### config.mk
export PLATFORM = sky130hd
export DESIGN_NAME = gsmx_ctrl
export DESIGN_NICKNAME = d
export VERILOG_FILES = /design/src/rtl/gsmx_pkg.sv /design/src/rtl/gsmx_ctrl.sv
export SDC_FILE = /design/constraint.sdc
export NUM_CORES = 1
export LEC_CHECK = 0
export BUFFER_PORTS_ARGS = -buffer_cell sky130_fd_sc_hd__buf_2
export CORE_AREA = 2 2 39 41
export CTS_CLUSTER_DIAMETER = 150
export DETAILED_ROUTE_END_ITERATION = 7
export DIE_AREA = 0 0 41 43
export PLACE_DENSITY = 0.37
export REMOVE_ABC_BUFFERS = 1
export SLEW_MARGIN = 20
export SYNTH_ARGS = -nofsm -noshare
export SYNTH_HDL_FRONTEND = slang
export SYNTH_SLANG_ARGS = --single-unit
### constraint.sdc
create_clock -name clk_i -period 1.1 [get_ports clk_i]
set_clock_uncertainty 0.05 [all_clocks]
set_input_delay 0.055 -clock clk_i [delete_from_list [all_inputs] [get_ports clk_i]]
set_output_delay 0.055 -clock clk_i [all_outputs]
set_load 0.05 [all_outputs]
### src/rtl/gsmx_pkg.sv
`default_nettype none

package gsmx_pkg;

  localparam int unsigned VECTOR_DEPTH_DEF = 65536;
  localparam int unsigned VSIZE_W          = 17;
  localparam logic [VSIZE_W-1:0] VSIZE_RESET = 17'h10000;

  typedef enum logic [1:0] {
    MODE_WRITE  = 2'd0,
    MODE_HEADER = 2'd1,
    MODE_INDEX  = 2'd2,
    MODE_READ   = 2'd3
  } mode_e;

  typedef enum logic [1:0] {
    KIND_ROW   = 2'd0,
    KIND_READ  = 2'd1,
    KIND_RANGE = 2'd2,
    KIND_NOROW = 2'd3
  } kind_e;

  typedef enum logic [0:0] {
    CFG_TRANSPOSE = 1'b0,
    CFG_VSIZE     = 1'b1
  } cfg_idx_e;

  typedef enum logic [1:0] {
    ST_CLEAR,
    ST_IDLE,
    ST_EXEC
  } state_e;

  typedef struct packed {
    mode_e       mode;
    logic [31:0] index;
    logic [31:0] row_length;
    logic [63:0] value;
  } in_item_t;

  typedef struct packed {
    kind_e       kind;
    logic [63:0] result_word;
    logic [31:0] row_number;
  } out_item_t;

  // Controller to datapath.
  typedef struct packed {
    logic clr_wr;
    logic accept;
    logic exec;
  } cmd_t;

  // Datapath to controller.
  typedef struct packed {
    logic clr_last;
    logic emit;
    logic out_space;
  } status_t;

endpackage

`default_nettype wire

### src/rtl/gsmx_ctrl.sv
`default_nettype none

module gsmx_ctrl (
  input  wire logic              clk_i,
  input  wire logic              rst_ni,
  input  wire logic              in_valid_i,
  input  wire gsmx_pkg::status_t status_i,
  output logic                   in_ready_o,
  output gsmx_pkg::cmd_t         cmd_o
);

  import gsmx_pkg::*;

  state_e state_q, state_d;

  always_ff @(posedge clk_i or negedge rst_ni) begin
    if (!rst_ni) begin
      state_q <= ST_CLEAR;
    end else begin
      state_q <= state_d;
    end
  end

  always_comb begin
    state_d = state_q;
    unique case (state_q)
      ST_CLEAR: begin
        if (status_i.clr_last) state_d = ST_IDLE;
      end
      ST_IDLE: begin
        if (in_valid_i) state_d = ST_EXEC;
      end
      ST_EXEC: begin
        // An item that produces a result waits here for room in the output register.
        if (!status_i.emit || status_i.out_space) state_d = ST_IDLE;
      end
      default: state_d = ST_CLEAR;
    endcase
  end

  always_comb begin
    cmd_o      = '0;
    in_ready_o = 1'b0;
    unique case (state_q)
      ST_CLEAR: cmd_o.clr_wr = 1'b1;
      ST_IDLE: begin
        in_ready_o   = 1'b1;
        cmd_o.accept = in_valid_i;
      end
      ST_EXEC: cmd_o.exec = !status_i.emit || status_i.out_space;
      default: ;
    endcase
  end

endmodule

`default_nettype wire

==> results.txt, run 1 <==
First-pass GRT wire length - 690 um
Min Hold Slack - 64.9 ps
GRT Overall Usage - 7.03%
Worst-skew pair later-pin latency - 220 ps
CTS root buf - clkbuf_4
Post-synth cell types - 10
Drt pass-1 iters - 2
Flops & latches, synth - 2
Ports - 10
Die H - 43 um
Sequential cell area fraction in the yosys report - 40.0%
Worst Max-Slew Pin Slew - 296 ps
Crit start category - flop
Worst min path class - input port to flop
Fin crit period - 1170 ps
Die width - 41 um
CP Capture Type - flop
Slew HR - 80.2%
Most flops, register - state_q
Final WS setup - -74.5 ps
Initial Util - 9.04%
Vias in the first global route - 166
Initial antenna violation count - 0
Num CTS Buffers - 3
Routed wire length on met3 - 68 um
Avg Cell Area, Syn - 8.94 sq um
Residual DRC count - 0
Share of post-route cells with drive strength above 1 - 75.0%
Final period util - 107%
Max VDD drop - 0.872 mV
Final Util - 23.0%
CP max stage cell - dfrtp_2
Syn Inst Count - 14
Critical Path Max Stage Delay - 430 ps
Placed insts - 40
Fin nets - 40
Achievable Freq - 851 MHz
Worst-path clk slew - 30 ps
# diodes - 0
Total number of vias - 175
WL met2 - 153 um
Wire length per cell - 9.10 um
Dpl ws - 45.3 ps
Status - finished with violations
Sink Count - 2
Final WL - 437 um
Crit path max-delay family - flip-flops
Final setup viols - 4
HPWL Detailed - 284 um
Failing checks - negative setup slack
Data arrival, critical path - 1250 ps
Leak pwr - 0.147 nW
Required @ worst endpoint - 1180 ps
Routed Antenna Nets - 0
Vias per Instance - 3.65
Worst path most repeated cell - buf_4
Slew Limit Fails - 0
PwrDens - 3080 nW/um^2
Met1 Wirelength - 215 um
RSZ-0062 raised after global routing - yes
Final hold vios - 0
Synth Warn # - 0
Commonest cells after routing, fill and taps aside - 5 x buf_2, 4 x buf_4, 3 x clkbuf_4
Synth Cell Area - 125 sq um
Uppermost routed layer - met3
CTS Buffer Depth - 2
# Max-Cap Violations - 0
I/O Buffers - 9
Critical-path cell list - nand2b_4 > buf_4 > buf_4 > o32ai_2
Grt ovf - 0
Max reg flops - 2
Total die area - 1760 sq um
Commonest non-fill, non-tap cell in the layout - buf_2
Area grow syn2layout - 154%
Top flop regs - state_q x2
Starting DRT DRC Count - 4
Placer Congestion - 0.667
Largest net degree at the start of global routing - 7
Core area - 1380 sq um
Worst Path Buf+Inv - 2
Worst Path Max Fanout - 6
CTS tree - yes
Post-route insts no fill - 48
Crit Path Class - flop to flop
H-tree levels - 1
FP Rows - 14
cell type report:
type	instances	area [sq um]
clock buffers	3	22.5
fillers	147	1070
inverters	1	3.75
multi-input cells	11	91.3
flip-flops and latches	2	52.6
well taps	16	20.0
repair buffers	15	128
final timing paths:
path / start / slack (ps) / endpoint / depth (start not counted)
setup / recovery: state_q[0] / -70 / state_q[1] / 4
hold / removal: status_i[1] / 60 / state_q[1] / 3
setup reg to reg: state_q[0] / -70 / state_q[1] / 4
hold reg to reg: state_q[1] / 540 / state_q[0] / 1
max in group asynchronous: rst_ni / 780 / state_q[0] / 2
min in group asynchronous: rst_ni / 110 / state_q[1] / 2
kinds of logic (layout without fill, tap and decap cells):
| kind of cell | count (synthesis) | in the layout | share of synthesized area (%) |
|---|---|---|---|
| simple gates | 9 | 9 | 37.0 |
| compound gates | 2 | 2 | 20.0 |
| flops | 2 | 2 | 40.0 |
| buf+inv | 1 | 19 | 3.00 |
metrics by stage:
step / setup TNS (ps) / power [W] / cell area [sq um]
6_report: -243 / 0.000980 / 318
5_1_grt: -502 / 0.00105 / 318
4_1_cts: -241 / 0.000878 / 278
3_5_place_dp: 0 / 0.000587 / 198
3_3_place_gp: 0 / 0.000590 / 198
2_1_floorplan: -445 / 0.000481 / 125
layer usage:
metal  vias to the layer above  GRT usage (%)
li1                         84              -
met1                        79           9.00
met2                        12           5.63
met3                         0           9.42
met4                         0           4.00
met5                         -              0
synthesized netlist by cell type:
master | instances | share of area [%]
nor2_1 | 4 | 12
dfrtp_1 | 2 | 40
nand2b_1 | 1 | 5.0
inv_1 | 1 | 3.0
and2_0 | 1 | 5.0
o32ai_2 | 1 | 13
nor2b_1 | 1 | 5.0
nand2_1 | 1 | 3.0
and2b_2 | 1 | 7.0
o32ai_1 | 1 | 7.0
timing repair:
item | 4_1_cts | 5_1_grt
pin swaps | 1 | 2
hold buffers | 2 | 0
gates resized for setup | 11 | 6
hold endpoints to repair | 3 | 0
setup endpoints to repair | 4 | 4
setup buffers | 0 | 3
tightest hold or removal path: cells and delay by family:
| family | cells | cell delay [ps] |
|---|---|---|
| buffers and inverters | 2 | 160 |
| AOI/OAI and AO/OA | 1 | 80 |
where the power goes:
| part | switching, W | leakage [nW] | internal (W) |
|---|---|---|---|
| clock | 0.0000413 | 0.0138 | 0.000120 |
| combinational | 0.000344 | 0.110 | 0.000298 |
| sequential | 0.0000630 | 0.0224 | 0.000114 |
(Power assumes the default switching activity.)
==> inputs of run 2 (changes only) <==
--- a/config.mk
+++ b/config.mk
@@ -10,9 +10,9 @@
 export CTS_CLUSTER_DIAMETER = 150
 export DETAILED_ROUTE_END_ITERATION = 7
 export DIE_AREA = 0 0 41 43
+export GPL_TIMING_DRIVEN = 0
 export PLACE_DENSITY = 0.37
 export REMOVE_ABC_BUFFERS = 1
-export SLEW_MARGIN = 20
 export SYNTH_ARGS = -nofsm -noshare
 export SYNTH_HDL_FRONTEND = slang
 export SYNTH_SLANG_ARGS = --single-unit
==> run 2 against run 1 <==
The flow still finishes with violations (negative setup slack). Global-route usage down 0.81 points. Maximum frequency up 2.7%. Power up 0.30%. Non-clock buffer count down 1. Sequential cell count unchanged. Design area down 2.0%. Clock power down 3%. Hold slack worse by 2.1 ps. Critical path depth down 1. First-iteration DRC count down 50%. Utilization down 0.45 points. Wire length up 2.7%. Critical endpoint is now cmd_o[0].
==> results.txt, run 2 (synthesized netlist as in run 1, its figures left out) <==
Status - finished with violations
Failing checks - negative setup slack
CTS tree - yes
Max reg flops - 2
PwrDens - 3160 nW/um^2
Switching Fraction - 45.7%
Starting DRT DRC Count - 2
Clk network pwr share - 15.9%
Die width - 41 um
GRT Overall Usage - 6.22%
Core area - 1380 sq um
Area grow syn2layout - 149%
# diodes - 0
CP Capture Type - primary output
Data arrival, critical path - 1040 ps
Busiest grt layer - met1
GRT met3 Usage - 6.81%
Ports - 10
Commonest cells after routing, fill and taps aside - 5 x buf_2, 3 x nor2_1, 3 x clkbuf_4, 3 x buf_6, 3 x buf_4
Fin nets - 39
Flop pwr share - 17.0%
CTS Buffer Depth - 2
Final Util - 22.5%
HPWL Detailed - 273 um
Max VDD drop - 0.658 mV
Total die area - 1760 sq um
Met2 Track Usage GR - 6.25%
Hold Startpoint - status_i[1]
Vias per Instance - 3.40
FP Rows - 14
Met1 usage - 8.33%
Final period util - 104%
Fin crit period - 1140 ps
Wire length per cell - 9.55 um
Leak pwr - 0.145 nW
H-tree levels - 1
Slew Limit Fails - 0
Top flop regs - state_q x2
Commonest non-fill, non-tap cell in the layout - buf_2
Comb pwr share - 67.1%
Worst min path class - input port to flop
Final hold vios - 0
Achievable Freq - 874 MHz
RSZ-0062 raised after global routing - yes
First-pass GRT wire length - 676 um
Num CTS Buffers - 3
Worst Path Max Fanout - 5
Total negative slack - -81.8 ps
Drt pass-1 iters - 2
Final WL - 449 um
Required @ worst endpoint - 1000 ps
Placer Congestion - 0.609
Routed Antenna Nets - 0
Share of post-route cells with drive strength above 1 - 74.2%
Final setup viols - 2
I/O Buffers - 9
Vias in the first global route - 167
Most flops, register - state_q
Worst-skew pair later-pin latency - 220 ps
NetSw - 0.000449 W
Initial Util - 9.04%
Crit start category - flop
Worst-path clk slew - 30 ps
Residual DRC count - 0
Worst setup startpoint - state_q[0]
Initial antenna violation count - 0
Internal power - 0.000534 W
Crit Path Class - flop to primary output
# Max-Cap Violations - 0
Slew HR - 79.2%
Worst Max-Slew Pin Slew - 312 ps
Sink Count - 2
Total number of vias - 160
CTS root buf - clkbuf_4
Largest net degree at the start of global routing - 7
Grt ovf - 0
FF-to-FF Start - state_q[0]
Final WS setup - -43.9 ps
Die H - 43 um
Power, Total - 0.000983 W
run 2: changes by cell type in the layout (fill, tap and decap cells not counted):
cell and delta:
buf_4 -1, o32ai_2 +1, o32ai_1 -1, buf_6 +1
and2_0 -1, nor2_2 -1, nor2_1 +1, buf_8 -1
and2_1 +1
run 2: power by group through the flow:
stage,Sequential (W),Combinational (W),Clock (W)
final,0.000167,0.000659,0.000157
after global routing,0.000178,0.000702,0.000178
after CTS,0.000163,0.000570,0.000168
after detailed placement,0.000157,0.000415,0
after global placement,0.000156,0.000417,0
after floorplan,0.000142,0.000339,0
run 2: routing by layer:
| layer | vias to the layer above | wire [um] | part of all wire, % |
|---|---|---|---|
| li1 | 82 | - | - |
| met1 | 68 | 219 | 49 |
| met2 | 10 | 162 | 36 |
| met3 | 0 | 67 | 15 |
| met4 | 0 | 0 | 0 |
| met5 | - | 0 | 0 |
run 2: final cells by class:
| class | instances | area (sq um) |
|---|---|---|
| fillers | 152 | 1070 |
| repair buffers | 14 | 116 |
| multi-input cells | 11 | 96.3 |
| flip-flops and latches | 2 | 52.6 |
| clock buffers | 3 | 22.5 |
| well taps | 16 | 20.0 |
| inverters | 1 | 3.75 |
run 2: worst paths after layout:
path | depth (start not counted) | slack [ps] | to
hold / removal | 3 | 60 | state_q[1]
hold reg to reg | 2 | 570 | state_q[1]
setup / recovery | 3 | -40 | cmd_o[0]
max in group asynchronous | 2 | 790 | state_q[0]
min in group asynchronous | 2 | 100 | state_q[1]
setup reg to reg | 3 | 30 | state_q[0]
run 2: what timing repair did:
item	in CTS	in global routing
hold buffers	2	0
pin swaps	1	0
hold endpoints to repair	3	0
setup buffers	2	1
resized for setup	11	6
setup endpoints to repair	4	5
run 2: stage by stage:
stage | cell area [sq um] | hold slack (ps) | cells | worst slack, ps
finish | 312 | 62.8 | 47 | -43.9
global route | 312 | 66.4 | 47 | -84.0
CTS | 285 | 53.6 | 46 | -56.7
floorplan | 125 | -291 | 14 | -241
detailed placement | 190 | -204 | 39 | 20.5
global placement | 190 | -204 | 39 | 3.60
run 2: worst max-delay path, stage by stage (launching register included):
cell and delay, ps:
dfrtp_2 420, nand2b_4 160, nor2_4 80, buf_6 160
==> inputs of run 3 (changes only) <==
--- a/config.mk
+++ b/config.mk
@@ -13,6 +13,7 @@
 export GPL_TIMING_DRIVEN = 0
 export PLACE_DENSITY = 0.37
 export REMOVE_ABC_BUFFERS = 1
+export SETUP_SLACK_MARGIN = 0.05
 export SYNTH_ARGS = -nofsm -noshare
 export SYNTH_HDL_FRONTEND = slang
 export SYNTH_SLANG_ARGS = --single-unit
==> run 3 against run 2 <==
The flow still finishes with violations (negative setup slack). Power unchanged. Combinational power about the same. Design area stayed put. Critical endpoint unchanged. Final cell count did not move. Sequential cell count unchanged. First-iteration DRC count unchanged. Non-clock buffer count unchanged. Largest power group unchanged. Global-route usage unchanged. Highest routed layer unchanged.
==> results.txt, run 3 (synthesized netlist as in run 1, its figures left out) <==
Status - finished with violations
Failing checks - negative setup slack
Final WL - 449 um
GRT Overall Usage - 6.22%
Data arrival, critical path - 1040 ps
Placer Congestion - 0.609
Worst Max-Slew Pin Slew - 312 ps
Vias in the first global route - 167
Worst-skew pair later-pin latency - 220 ps
Final hold vios - 0
Sink Count - 2
Commonest cells after routing, fill and taps aside - 5 x buf_2, 3 x nor2_1, 3 x clkbuf_4, 3 x buf_6, 3 x buf_4
First-pass GRT wire length - 676 um
Drt pass-1 iters - 2
Worst-path clk slew - 30 ps
Fillers - 152
Placed insts - 39
Final period util - 104%
H-tree levels - 1
Worst Path Max Fanout - 5
Ports - 10
Grt ovf - 0
# diodes - 0
HPWL Detailed - 273 um
Routed Antenna Nets - 0
Critical Path Sink - cmd_o[0]
Die width - 41 um
Fin nets - 39
Initial antenna violation count - 0
Worst setup startpoint - state_q[0]
Slew Limit Fails - 0
Final WS setup - -43.9 ps
CTS root buf - clkbuf_4
DP Area - 190 sq um
CTS tree - yes
Final Cell Area - 312 sq um
Largest net degree at the start of global routing - 7
Leak pwr - 0.145 nW
Fin crit period - 1140 ps
Residual DRC count - 0
Core area - 1380 sq um
Slew HR - 79.2%
Worst R2R Setup Slack - 30 ps
Wire length per cell - 9.55 um
RSZ-0062 raised after global routing - yes
Commonest non-fill, non-tap cell in the layout - buf_2
Crit Path Class - flop to primary output
Max VDD drop - 0.658 mV
Worst min path class - input port to flop
Die H - 43 um
Vias per Instance - 3.40
Required @ worst endpoint - 1000 ps
Achievable Freq - 874 MHz
Crit start category - flop
PwrDens - 3160 nW/um^2
Max reg flops - 2
Starting DRT DRC Count - 2
FF-to-FF Start - state_q[0]
I/O Buffers - 9
Most flops, register - state_q
Worst Reg-to-Reg Cells - 3
Area grow syn2layout - 149%
Post-route insts no fill - 47
CP Capture Type - primary output
Initial Util - 9.04%
Total number of vias - 160
Final Util - 22.5%
Share of post-route cells with drive strength above 1 - 74.2%
Top flop regs - state_q x2
FP Rows - 14
Total die area - 1760 sq um
Num CTS Buffers - 3
# Max-Cap Violations - 0
CTS Buffer Depth - 2
Final setup viols - 2
FF-to-FF End - state_q[0]
==> run 3: cell counts in the layout (fill, tap and decap cells not counted) <==
Identical to the previous run, type by type.
==> run 3: repair_timing <==
| action | 4_1_cts | 5_1_grt |
|---|---|---|
| hold endpoints to repair | 3 | 0 |
| hold buffers | 2 | 0 |
| buffers inserted | 2 | 1 |
| resized for setup | 11 | 6 |
| endpoints found under the setup margin | 4 | 6 |
| pin swaps | 1 | 0 |
==> run 3: metal layers <==
metal / GRT usage (%) / routed length [um] / share of wire (%)
met1: 8.33 / 219 / 49
met4: 2.00 / 0 / 0
met2: 6.25 / 162 / 36
met5: 0 / 0 / 0
met3: 6.81 / 67 / 15
==> run 3: final cells by class <==
cell class	count	area (sq um)	share of cell area, %
repair buffers	14	116	37.3
multi-input cells	11	96.3	30.9
flip-flops and latches	2	52.6	16.9
clock buffers	3	22.5	7.23
well taps	16	20.0	6.43
inverters	1	3.75	1.20
==> run 3: worst min-delay path by stage <==
stage / start / to / slack (ps) / depth (start not counted)
after floorplan: rst_ni / state_q[0] / -290 / 0
after global placement: rst_ni / state_q[1] / -200 / 1
after detailed placement: rst_ni / state_q[1] / -200 / 1
after CTS: status_i[1] / state_q[1] / 50 / 3
after global routing: status_i[1] / state_q[1] / 70 / 3
final: status_i[1] / state_q[1] / 60 / 3
==> run 3: power breakdown <==
group,switching (W),internal [W]
Clock,0.0000367,0.000120
Sequential,0.0000537,0.000114
Combinational,0.000359,0.000301
Total,0.000449,0.000534
==> run 3: worst max-delay path: stages (launching register included) <==
cell and delay, ps:
dfrtp_2 420, nand2b_4 160, nor2_4 80, buf_6 160
==> run 3: through the flow <==
step	worst slack [ps]	hold WS [ps]	TNS [ps]	power, W
after floorplan	-241	-291	-445	0.000481
after global placement	3.60	-204	0	0.000573
after detailed placement	20.5	-204	0	0.000572
after CTS	-56.7	53.6	-154	0.000901
after global routing	-84.0	66.4	-296	0.00106
final	-43.9	62.8	-81.8	0.000983
